File: src/rtl/assert_macros.svh
// Assertion helpers shared by the RTL.
`ifndef ASSERT_MACROS_SVH
`define ASSERT_MACROS_SVH

// Same-cycle implication.
`define ASSERT_IMPL(label, clk, rst, ante, cons) \
   label: assert property (@(posedge clk) disable iff (rst) (ante) |-> (cons)) \
      else $error("assertion failed");

// Next-cycle implication.
`define ASSERT_NEXT(label, clk, rst, ante, cons) \
   label: assert property (@(posedge clk) disable iff (rst) (ante) |=> (cons)) \
      else $error("assertion failed");

`endif

File: src/rtl/nps_pkg.sv
package nps_pkg;

   localparam int STACK_DEPTH_DEFAULT = 16;

   localparam int CMD_W   = 2;
   localparam int NOTE_W  = 7;
   localparam int COUNT_W = 5;

   typedef logic [CMD_W-1:0]  cmd_type;
   typedef logic [NOTE_W-1:0] note_type;

   localparam cmd_type CMD_PUSH  = 2'd0;
   localparam cmd_type CMD_ERASE = 2'd1;
   localparam cmd_type CMD_POP   = 2'd2;

   typedef struct packed {
      note_type velocity;
      note_type note;
   } slot_type;

   localparam int REQ_W = 16;
   localparam int RSP_W = 40;

endpackage

File: src/rtl/note_priority_stack_core.sv
// Push, no-op and empty pop or erase pass IDLE, TOP_RD, TOP_WAIT and RESP; pop adds
// POP_RD and POP_WAIT, erase the SCAN and SHIFT walks, from request beat to response beat.
// One request at a time is taken, the next only after RESP; the slot RAM walk
// bounds erase, and a stalled response holds the next one in RESP.
// Reset clears the fill count, the sequencer and the response valid;
// slot RAM contents are not cleared and only slots below the fill count are used.
`include "assert_macros.svh"

module note_priority_stack_core
   import nps_pkg::*;
#(
   parameter int STACK_DEPTH = STACK_DEPTH_DEFAULT
) (
   input  logic             clock,
   input  logic             reset,
   input  logic             req_tvalid,
   output logic             req_tready,
   // command[1:0], note[8:2], velocity[15:9]
   input  logic [REQ_W-1:0] req_tdata,
   output logic             rsp_tvalid,
   input  logic             rsp_tready,
   // popped_note[6:0], popped_velocity[13:7], top_note[20:14], top_velocity[27:21],
   // held_count[32:28], push_dropped[33], zero pad[39:34]
   output logic [RSP_W-1:0] rsp_tdata
);

   localparam int AW = $clog2(STACK_DEPTH);
   localparam int CW = $clog2(STACK_DEPTH + 1);
   localparam int SW = $bits(slot_type);

   typedef enum logic [3:0] {
      IDLE, POP_RD, POP_WAIT, SCAN_RD, SCAN_CMP, SHIFT_RD, SHIFT_WR,
      TOP_RD, TOP_WAIT, RESP
   } state_type;

   state_type          state_ff, state_in;
   logic [CW-1:0]      fill_ff, fill_in;
   logic [AW-1:0]      idx_ff, idx_in;
   note_type           note_ff, note_in;
   note_type           pop_note_ff, pop_note_in;
   note_type           pop_vel_ff, pop_vel_in;
   note_type           top_note_ff, top_note_in;
   note_type           top_vel_ff, top_vel_in;
   logic               drop_ff, drop_in;
   logic               rsp_tvalid_ff, rsp_tvalid_in;
   logic [RSP_W-1:0]   rsp_tdata_ff, rsp_tdata_in;

   logic               wr_en;
   logic [AW-1:0]      wr_addr;
   slot_type           wr_slot;
   logic [AW-1:0]      rd_addr;
   logic [SW-1:0]      rd_data;
   slot_type           rd_slot;

   logic               req_fire;
   logic               push_fire;
   cmd_type            req_cmd;
   note_type           req_note;
   note_type           req_vel;
   logic [AW-1:0]      fill_last;
   logic               fill_full;
   logic [CW-1:0]      idx_succ;

   assign req_cmd   = req_tdata[1:0];
   assign req_note  = req_tdata[8:2];
   assign req_vel   = req_tdata[15:9];
   assign req_tready = (state_ff == IDLE);
   assign req_fire  = req_tvalid && req_tready;
   assign fill_last = AW'(fill_ff - CW'(1));
   assign fill_full = (fill_ff == CW'(STACK_DEPTH));
   assign idx_succ  = CW'(idx_ff) + CW'(1);
   assign rd_slot   = slot_type'(rd_data);
   assign push_fire = req_fire && req_cmd == CMD_PUSH && req_note != '0 && !fill_full;

   nps_ram #(
      .WIDTH(SW),
      .DEPTH(STACK_DEPTH)
   ) u_slots (
      .clock  (clock),
      .wr_en  (wr_en),
      .wr_addr(wr_addr),
      .wr_data(wr_slot),
      .rd_addr(rd_addr),
      .rd_data(rd_data)
   );

   always_comb begin
      state_in      = state_ff;
      fill_in       = fill_ff;
      idx_in        = idx_ff;
      note_in       = note_ff;
      pop_note_in   = pop_note_ff;
      pop_vel_in    = pop_vel_ff;
      top_note_in   = top_note_ff;
      top_vel_in    = top_vel_ff;
      drop_in       = drop_ff;
      rsp_tvalid_in = rsp_tvalid_ff && !rsp_tready;
      rsp_tdata_in  = rsp_tdata_ff;
      wr_en         = 1'b0;
      wr_addr       = idx_ff;
      wr_slot       = rd_slot;
      rd_addr       = idx_ff;

      case (state_ff)
         IDLE: begin
            if (req_fire) begin
               note_in     = req_note;
               pop_note_in = '0;
               pop_vel_in  = '0;
               drop_in     = 1'b0;
               idx_in      = '0;
               state_in    = TOP_RD;
               case (req_cmd)
                  CMD_PUSH: begin
                     if (req_note != '0) begin
                        if (fill_full) begin
                           drop_in = 1'b1;
                        end else begin
                           wr_en        = 1'b1;
                           wr_addr      = AW'(fill_ff);
                           wr_slot.note = req_note;
                           wr_slot.velocity = req_vel;
                           fill_in      = fill_ff + CW'(1);
                        end
                     end
                  end
                  CMD_ERASE: begin
                     if (fill_ff != '0) state_in = SCAN_RD;
                  end
                  CMD_POP: begin
                     if (fill_ff != '0) state_in = POP_RD;
                  end
                  default: state_in = TOP_RD;
               endcase
            end
         end
         POP_RD: begin
            rd_addr  = fill_last;
            state_in = POP_WAIT;
         end
         POP_WAIT: begin
            pop_note_in = rd_slot.note;
            pop_vel_in  = rd_slot.velocity;
            fill_in     = fill_ff - CW'(1);
            state_in    = TOP_RD;
         end
         SCAN_RD: begin
            rd_addr  = idx_ff;
            state_in = SCAN_CMP;
         end
         SCAN_CMP: begin
            if (rd_slot.note == note_ff) begin
               state_in = SHIFT_RD;
            end else if (idx_ff == fill_last) begin
               state_in = TOP_RD;
            end else begin
               idx_in   = idx_ff + AW'(1);
               state_in = SCAN_RD;
            end
         end
         SHIFT_RD: begin
            if (idx_succ == fill_ff) begin
               fill_in  = fill_ff - CW'(1);
               state_in = TOP_RD;
            end else begin
               rd_addr  = AW'(idx_succ);
               state_in = SHIFT_WR;
            end
         end
         SHIFT_WR: begin
            wr_en    = 1'b1;
            wr_addr  = idx_ff;
            wr_slot  = rd_slot;
            idx_in   = idx_ff + AW'(1);
            state_in = SHIFT_RD;
         end
         TOP_RD: begin
            rd_addr  = fill_last;
            state_in = TOP_WAIT;
         end
         TOP_WAIT: begin
            top_note_in = (fill_ff == '0) ? '0 : rd_slot.note;
            top_vel_in  = (fill_ff == '0) ? '0 : rd_slot.velocity;
            state_in    = RESP;
         end
         RESP: begin
            if (!rsp_tvalid_ff || rsp_tready) begin
               rsp_tvalid_in = 1'b1;
               rsp_tdata_in  = {6'd0, drop_ff, COUNT_W'(fill_ff), top_vel_ff,
                                top_note_ff, pop_vel_ff, pop_note_ff};
               state_in      = IDLE;
            end
         end
         default: state_in = IDLE;
      endcase
   end

   always_ff @(posedge clock) begin
      if (reset) begin
         state_ff      <= IDLE;
         fill_ff       <= '0;
         rsp_tvalid_ff <= 1'b0;
      end else begin
         state_ff      <= state_in;
         fill_ff       <= fill_in;
         rsp_tvalid_ff <= rsp_tvalid_in;
      end
      idx_ff       <= idx_in;
      note_ff      <= note_in;
      pop_note_ff  <= pop_note_in;
      pop_vel_ff   <= pop_vel_in;
      top_note_ff  <= top_note_in;
      top_vel_ff   <= top_vel_in;
      drop_ff      <= drop_in;
      rsp_tdata_ff <= rsp_tdata_in;
   end

   assign rsp_tvalid = rsp_tvalid_ff;
   assign rsp_tdata  = rsp_tdata_ff;

   `ASSERT_IMPL(a_fill_bound, clock, reset, 1'b1, fill_ff <= CW'(STACK_DEPTH))
   `ASSERT_NEXT(a_push_grows, clock, reset, push_fire, fill_ff == $past(fill_ff) + CW'(1))
   `ASSERT_IMPL(a_drop_no_pop, clock, reset, rsp_tvalid_ff && rsp_tdata_ff[33], rsp_tdata_ff[13:0] == '0)

endmodule

File: src/rtl/nps_ram.sv
module nps_ram #(
   parameter int WIDTH = 8,
   parameter int DEPTH = 16
) (
   input  logic                     clock,
   input  logic                     wr_en,
   input  logic [$clog2(DEPTH)-1:0] wr_addr,
   input  logic [WIDTH-1:0]         wr_data,
   input  logic [$clog2(DEPTH)-1:0] rd_addr,
   output logic [WIDTH-1:0]         rd_data
);

   logic [WIDTH-1:0] mem [DEPTH];
   logic [WIDTH-1:0] rd_data_ff;

   always_ff @(posedge clock) begin
      if (wr_en) begin
         mem[wr_addr] <= wr_data;
      end
      rd_data_ff <= mem[rd_addr];
   end

   assign rd_data = rd_data_ff;

endmodule

File: config.mk
export PLATFORM = sky130hd
export DESIGN_NAME = note_priority_stack_core
export DESIGN_NICKNAME = d
export VERILOG_FILES = /design/src/rtl/nps_pkg.sv /design/src/rtl/note_priority_stack_core.sv /design/src/rtl/nps_ram.sv
export VERILOG_INCLUDE_DIRS = /design/src /design/src/rtl
export SDC_FILE = /design/constraint.sdc
export NUM_CORES = 1
export LEC_CHECK = 0
export ABC_AREA = 1
export BUFFER_PORTS_ARGS = -buffer_cell sky130_fd_sc_hd__buf_2
export CAP_MARGIN = 15
export CORE_UTILIZATION = 61
export CTS_BUF_LIST = sky130_fd_sc_hd__clkbuf_8
export DETAILED_ROUTE_END_ITERATION = 16
export PLACE_DENSITY = 0.9
export SLEW_MARGIN = 0
export SYNTH_ARGS = -nofsm -noshare
export SYNTH_HDL_FRONTEND = slang
export SYNTH_SLANG_ARGS = --single-unit
File: constraint.sdc
create_clock -name clock -period 4.5 [get_ports clock]
set_input_delay 0.45 -clock clock [delete_from_list [all_inputs] [get_ports clock]]
set_output_delay 0.45 -clock clock [all_outputs]
set_load 0.01 [all_outputs]
==> impl_metrics.env, run 1 <==
export IMPL_avgRoutedWirePerCell_um=19.52
export IMPL_via_count=10260
export IMPL_synthDistinctLibCells=28
export IMPL_ioPinCount=62
export IMPL_clock_path_buffers=3
export IMPL_r2r_cells=16
export IMPL_drtIter0Drc=1492
export IMPL_final_area_sq_um=15490
export IMPL_globalplace_congestion=0.8710
export IMPL_maxCapViolCount=0
export IMPL_grt_overflow=0
export IMPL_die_h_um=153.5
export IMPL_final_antenna_net_count=0
export IMPL_worst_ep_required_time_ns=5.02
export IMPL_fin_crit_ns=3.560
export IMPL_grt_first_pass_wirelength_mm=52.51
export IMPL_setup_viol=0
export IMPL_dp_hpwl_mm=19.85
export IMPL_grt_pass1_vias=10380
export IMPL_power_leakage_nw=6.590
export IMPL_vias_per_cell=5.983
export IMPL_dr_pass1_iters=6
export IMPL_worstPathArrival_ns=4.08
export IMPL_yosys_warnings=0
export IMPL_core_sq_um=22570
export IMPL_finalPower_w=0.01136
export IMPL_cts_sinks=322
export IMPL_layout_nets=1420
export IMPL_grt_usage=0.2872
export IMPL_root_buffer="clkbuf_8"
export IMPL_yosys_top_cells_area="edfxtp_1 64%, nand3_1 9.8%, inv_1 6.1%"
export IMPL_die_w_um=153.5
export IMPL_ir_worst_vdd_mv=0.4969
export IMPL_n_antenna_cell=0
export IMPL_drv_slew=0
export IMPL_fin_skew_ns=0.01922
export IMPL_syn2layout_area_growth_pct=10.61
export IMPL_path_class="register to register"
export IMPL_cts_made_buffers=47
export IMPL_dpl_cell_area_sq_um=14580
export IMPL_worst_pin_slew_ns=1.261
export IMPL_cts_tree="built"
export IMPL_htreeDepth=2
export IMPL_clkLatencyLatePin_ns=0.59
export IMPL_power_density_nw_per_um2=733.4
export IMPL_layout_common_cells="298 x edfxtp_1, 274 x nand3_1, 247 x inv_1, 223 x nand2_1, 62 x nor2_1"
export IMPL_portBuffers=55
export IMPL_drc=0
export IMPL_antenna_found_initial=0
export IMPL_yosysSeqAreaShare=0.6733
export IMPL_endpoint_kind="register"
export IMPL_hold_buffers=0
export IMPL_final_layout_size_suffix_gt1_frac=0.1154
export IMPL_synthesis_area_sq_um=14000
export IMPL_fin_setup_tns_ns=0
export IMPL_path_clk_slew_ns=0.07
export IMPL_start_kind="register"
export IMPL_start_util=0.6204
export IMPL_cts_resized=0
export IMPL_slew_headroom=0.1592
export IMPL_layout_commonest_cell="edfxtp_1"
export IMPL_min_path_type="input port to register"
export IMPL_grt_start_max_net_pins=113
export IMPL_dieArea_sq_um=23570
export IMPL_row_count=55
export IMPL_status="finished, final reports clean"
export IMPL_path_max_fanout=42
export IMPL_rsz0062_at_grt="no"
export IMPL_avgSynthCellArea_sq_um=10.67
export IMPL_synth_top_area_frac=0.6390
export IMPL_synth_seq_cells=322
export IMPL_fmaxAchievable_ghz=0.2809
export IMPL_post_cts_buffers=0
export IMPL_hold_depth=1
export IMPL_finalHoldViolations=0
export IMPL_period_share=0.7910
export IMPL_synth_top_cell_by_area="edfxtp_1"
export IMPL_syn_inst=1313
export IMPL_drt_wl_total_mm=33.48
==> metrics by stage <==
stage | hold WS, ns | setup slack (ns) | instances | util
2_1_floorplan | 0.4003 | 1.364 | 1318 | -
3_3_place_gp | 0.4006 | 1.213 | 1622 | 0.6457
3_5_place_dp | 0.4045 | 1.082 | 1622 | 0.6457
4_1_cts | 0.07127 | 1.014 | 1708 | 0.6839
5_1_grt | 0.07823 | 0.7091 | 1715 | 0.6862
6_report | 0.08961 | 0.9403 | 1715 | 0.6862
==> layout make-up <==
class	instances	area [sq um]
flip-flops and latches	322	9429
fillers	1442	7083
multi-input cells	696	3387
inverters	231	867.1
clock buffers	52	715.7
repair buffers	95	588.1
well taps	285	356.6
clock inverters	34	145.1
==> synthesized netlist by cell type <==
master     instances
o2111ai_1          1
o21ai_0           19
ha_1               7
nor2_1            63
inv_2              3
nand3b_1          43
xor2_1             3
nand4_1            7
o22ai_1            1
a221oi_1           1
nor4_1             2
clkbuf_1          15
or2_2              1
nand3_1          274
inv_1            228
nand2_1          224
a21oi_1           25
nand2_2            2
dfxtp_1           24
edfxtp_1         298
buf_2             35
conb_1             1
a211oi_1           2
o21ai_1            1
xnor2_1            9
nor3_1             4
nor2_2             1
buf_4             19
==> registers in the layout, indices dropped and copies added (netlist names) <==
register,flops
u_slots.mem,224
rsp_tdata,34
u_slots.rd_data,14
note_ff,7
pop_note_ff,7
pop_vel_ff,7
top_note_ff,7
top_vel_ff,7
fill_ff,5
idx_ff,4
state_ff,4
drop_ff,1
rsp_tvalid,1
==> critical path, stage by stage (launching register included) <==
cell,delay [ns]
edfxtp_1,0.53
ha_1,0.37
inv_1,0.08
nand2_1,0.06
nand2_1,0.05
nor2_1,0.08
nand2_1,0.07
nor2_2,0.09
nand3_1,0.22
nand2_1,0.33
nand2_1,0.14
nand2_2,0.30
buf_4,0.52
nand3_1,0.17
nand3_1,0.14
nand3_1,0.19
nand2_1,0.13
==> worst paths after layout <==
kind                            slack (ns)           from             endpoint
worst max register to register        0.94      idx_ff[0]  u_slots.rd_data[13]
worst max-delay path                  0.94      idx_ff[0]  u_slots.rd_data[13]
worst min-delay path                  0.09   req_tdata[7]           note_ff[5]
worst min register to register        0.41  top_vel_ff[3]        rsp_tdata[24]
==> cells by family after synthesis <==
kind of cell	share of synthesized area
AND/OR/NAND/NOR	0.2051
flip-flops	0.6733
buffers and inverters	0.08863
AO/OA/AOI/OAI	0.01885
XOR/XNOR	0.007506
adder cells (fa/ha/maj)	0.006254
other	0.0002678
==> report_power, final <==
part / internal, W / switching, W
registers: 0.00397 / 0.000218
logic: 0.00139 / 0.00365
clock network: 0.00106 / 0.00108
==> layer usage <==
metal  vias up  share of wire  global-route usage
met1      4801           0.36              0.3503
met3       145           0.11             0.06539
met4         0          0.037              0.1386
met5         -              0                   0
li1       4536              -                   -
met2       779           0.49              0.4857
No activity file was read; power rests on OpenSTA's default activity.
==> run 2: changes to the inputs <==
clock period = 3.6 ns   (was 4.5 ns; I/O delays follow)
==> impl_metrics.env, run 2 (synthesis gave the netlist of run 1 again) <==
export IMPL_final_layout_size_suffix_gt1_frac=0.1159
export IMPL_hold_buffers=4
export IMPL_worst_ep_required_time_ns=4.09
export IMPL_rsz0062_at_grt="no"
export IMPL_htreeDepth=2
export IMPL_die_w_um=153.5
export IMPL_n_antenna_cell=0
export IMPL_r2r_end="u_slots.rd_data[1]"
export IMPL_top_register="u_slots.mem"
export IMPL_min_path_type="input port to register"
export IMPL_grt_pass1_vias=9684
export IMPL_avgRoutedWirePerCell_um=18.32
export IMPL_path_max_fanout=30
export IMPL_hold_start="req_tdata[3]"
export IMPL_row_count=55
export IMPL_ioPinCount=62
export IMPL_die_h_um=153.5
export IMPL_finalPower_w=0.01425
export IMPL_layout_nets=1429
export IMPL_drtIter0Drc=1118
export IMPL_fillers=1457
export IMPL_drt_wl_total_mm=31.63
export IMPL_path_class="register to register"
export IMPL_setup_viol=0
export IMPL_post_cts_buffers=0
export IMPL_worst_pin_slew_ns=1.160
export IMPL_hold_depth=1
export IMPL_rrSetupSlack_ns=0.24
export IMPL_worstPathArrival_ns=3.86
export IMPL_grt_overflow=0
export IMPL_period_share=0.9343
export IMPL_largest_reg_flops=224
export IMPL_core_sq_um=22570
export IMPL_fin_setup_tns_ns=0
export IMPL_layout_common_cells="298 x edfxtp_1, 274 x nand3_1, 249 x inv_1, 223 x nand2_1, 62 x nor2_1"
export IMPL_final_antenna_net_count=0
export IMPL_grt_usage=0.2684
export IMPL_power_leakage_nw=6.670
export IMPL_drv_slew=0
export IMPL_cts_made_buffers=48
export IMPL_fin_crit_ns=3.363
export IMPL_final_core_util=0.6936
export IMPL_dp_hpwl_mm=19.64
export IMPL_cts_sinks=322
export IMPL_finalHoldViolations=0
export IMPL_grt_first_pass_wirelength_mm=49.05
export IMPL_dr_pass1_iters=6
export IMPL_fmaxAchievable_ghz=0.2973
export IMPL_start_util=0.6204
export IMPL_ir_worst_vdd_mv=0.7053
export IMPL_r2r_cells=17
export IMPL_root_buffer="clkbuf_8"
export IMPL_endpoint_kind="register"
export IMPL_status="finished, final reports clean"
export IMPL_layout_commonest_cell="edfxtp_1"
export IMPL_r2r_start="idx_ff[0]"
export IMPL_clkLatencyLatePin_ns=0.57
export IMPL_slew_headroom=0.2268
export IMPL_portBuffers=55
export IMPL_dpl_cell_area_sq_um=14680
export IMPL_globalplace_congestion=0.9626
export IMPL_grt_start_max_net_pins=113
export IMPL_cts_tree="built"
export IMPL_syn2layout_area_growth_pct=11.80
export IMPL_vias_per_cell=5.754
export IMPL_hold_end="note_ff[1]"
export IMPL_antenna_found_initial=0
export IMPL_drc=0
export IMPL_via_count=9931
export IMPL_start_kind="register"
export IMPL_maxCapViolCount=0
export IMPL_final_area_sq_um=15660
export IMPL_fin_skew_ns=0.02876
export IMPL_dieArea_sq_um=23570
export IMPL_path_clk_slew_ns=0.06
export IMPL_cts_resized=0
export IMPL_power_density_nw_per_um2=909.9
export IMPL_clock_path_buffers=3
## run 2: how the worst max path moves through the flow
| stage | start | end | cells after the start |
|---|---|---|---|
| CTS | idx_ff[0] | u_slots.rd_data[1] | 17 |
| global route | idx_ff[0] | u_slots.rd_data[13] | 17 |
| finish | idx_ff[0] | u_slots.rd_data[1] | 17 |
| detailed placement | idx_ff[0] | u_slots.rd_data[1] | 17 |
| floorplan | state_ff[1] | u_slots.mem[0][0] | 10 |
| global placement | idx_ff[0] | u_slots.rd_data[1] | 17 |
## run 2: final cells by class
type / count / area (sq um) / share of cell area
timing repair buffer: 103 / 708.2 / 0.04523
sequential: 322 / 9429 / 0.6023
clock inverter: 35 / 165.2 / 0.01055
tap: 285 / 356.6 / 0.02278
multi-input combinational: 696 / 3387 / 0.2163
inverter: 231 / 867.1 / 0.05538
clock buffer: 54 / 743.2 / 0.04747
## run 2: routing by layer
layer	share of wire	up-vias	GRT usage	routed length [um]
li1	-	4557	-	-
met1	0.37	4669	0.3348	11730
met2	0.49	629	0.4584	15620
met3	0.11	76	0.05891	3401
met4	0.028	0	0.1057	874
met5	0	-	0	0
## run 2: per-stage QoR
step | setup WS [ns] | hold slack (ns) | std cells
floorplan | 0.4643 | 0.4003 | 1318
global placement | 0.5265 | 0.4023 | 1629
detailed placement | 0.3596 | 0.4045 | 1629
CTS | 0.3282 | 0.01465 | 1722
global route | 0.04435 | 0.03576 | 1726
finish | 0.2367 | 0.02307 | 1726
## run 2: power by group
part / internal, W / total, W / switching [W]
Combinational: 0.00187 / 0.00625 / 0.00439
Clock: 0.00144 / 0.00275 / 0.00131
Sequential: 0.00496 / 0.00524 / 0.000279
## run 2: worst max-delay path, stage by stage, from the launching register on
cell,delay (ns)
edfxtp_1,0.54
ha_1,0.32
inv_1,0.06
nand2_1,0.06
nand2_1,0.11
nand2_1,0.06
nand2_1,0.09
nor2_2,0.04
nand3_1,0.11
nand2_1,0.18
nand2_1,0.14
inv_1,0.07
nor2_4,0.61
buf_4,0.44
nand3_1,0.14
nand3_1,0.10
nand3_1,0.08
nand2_1,0.10
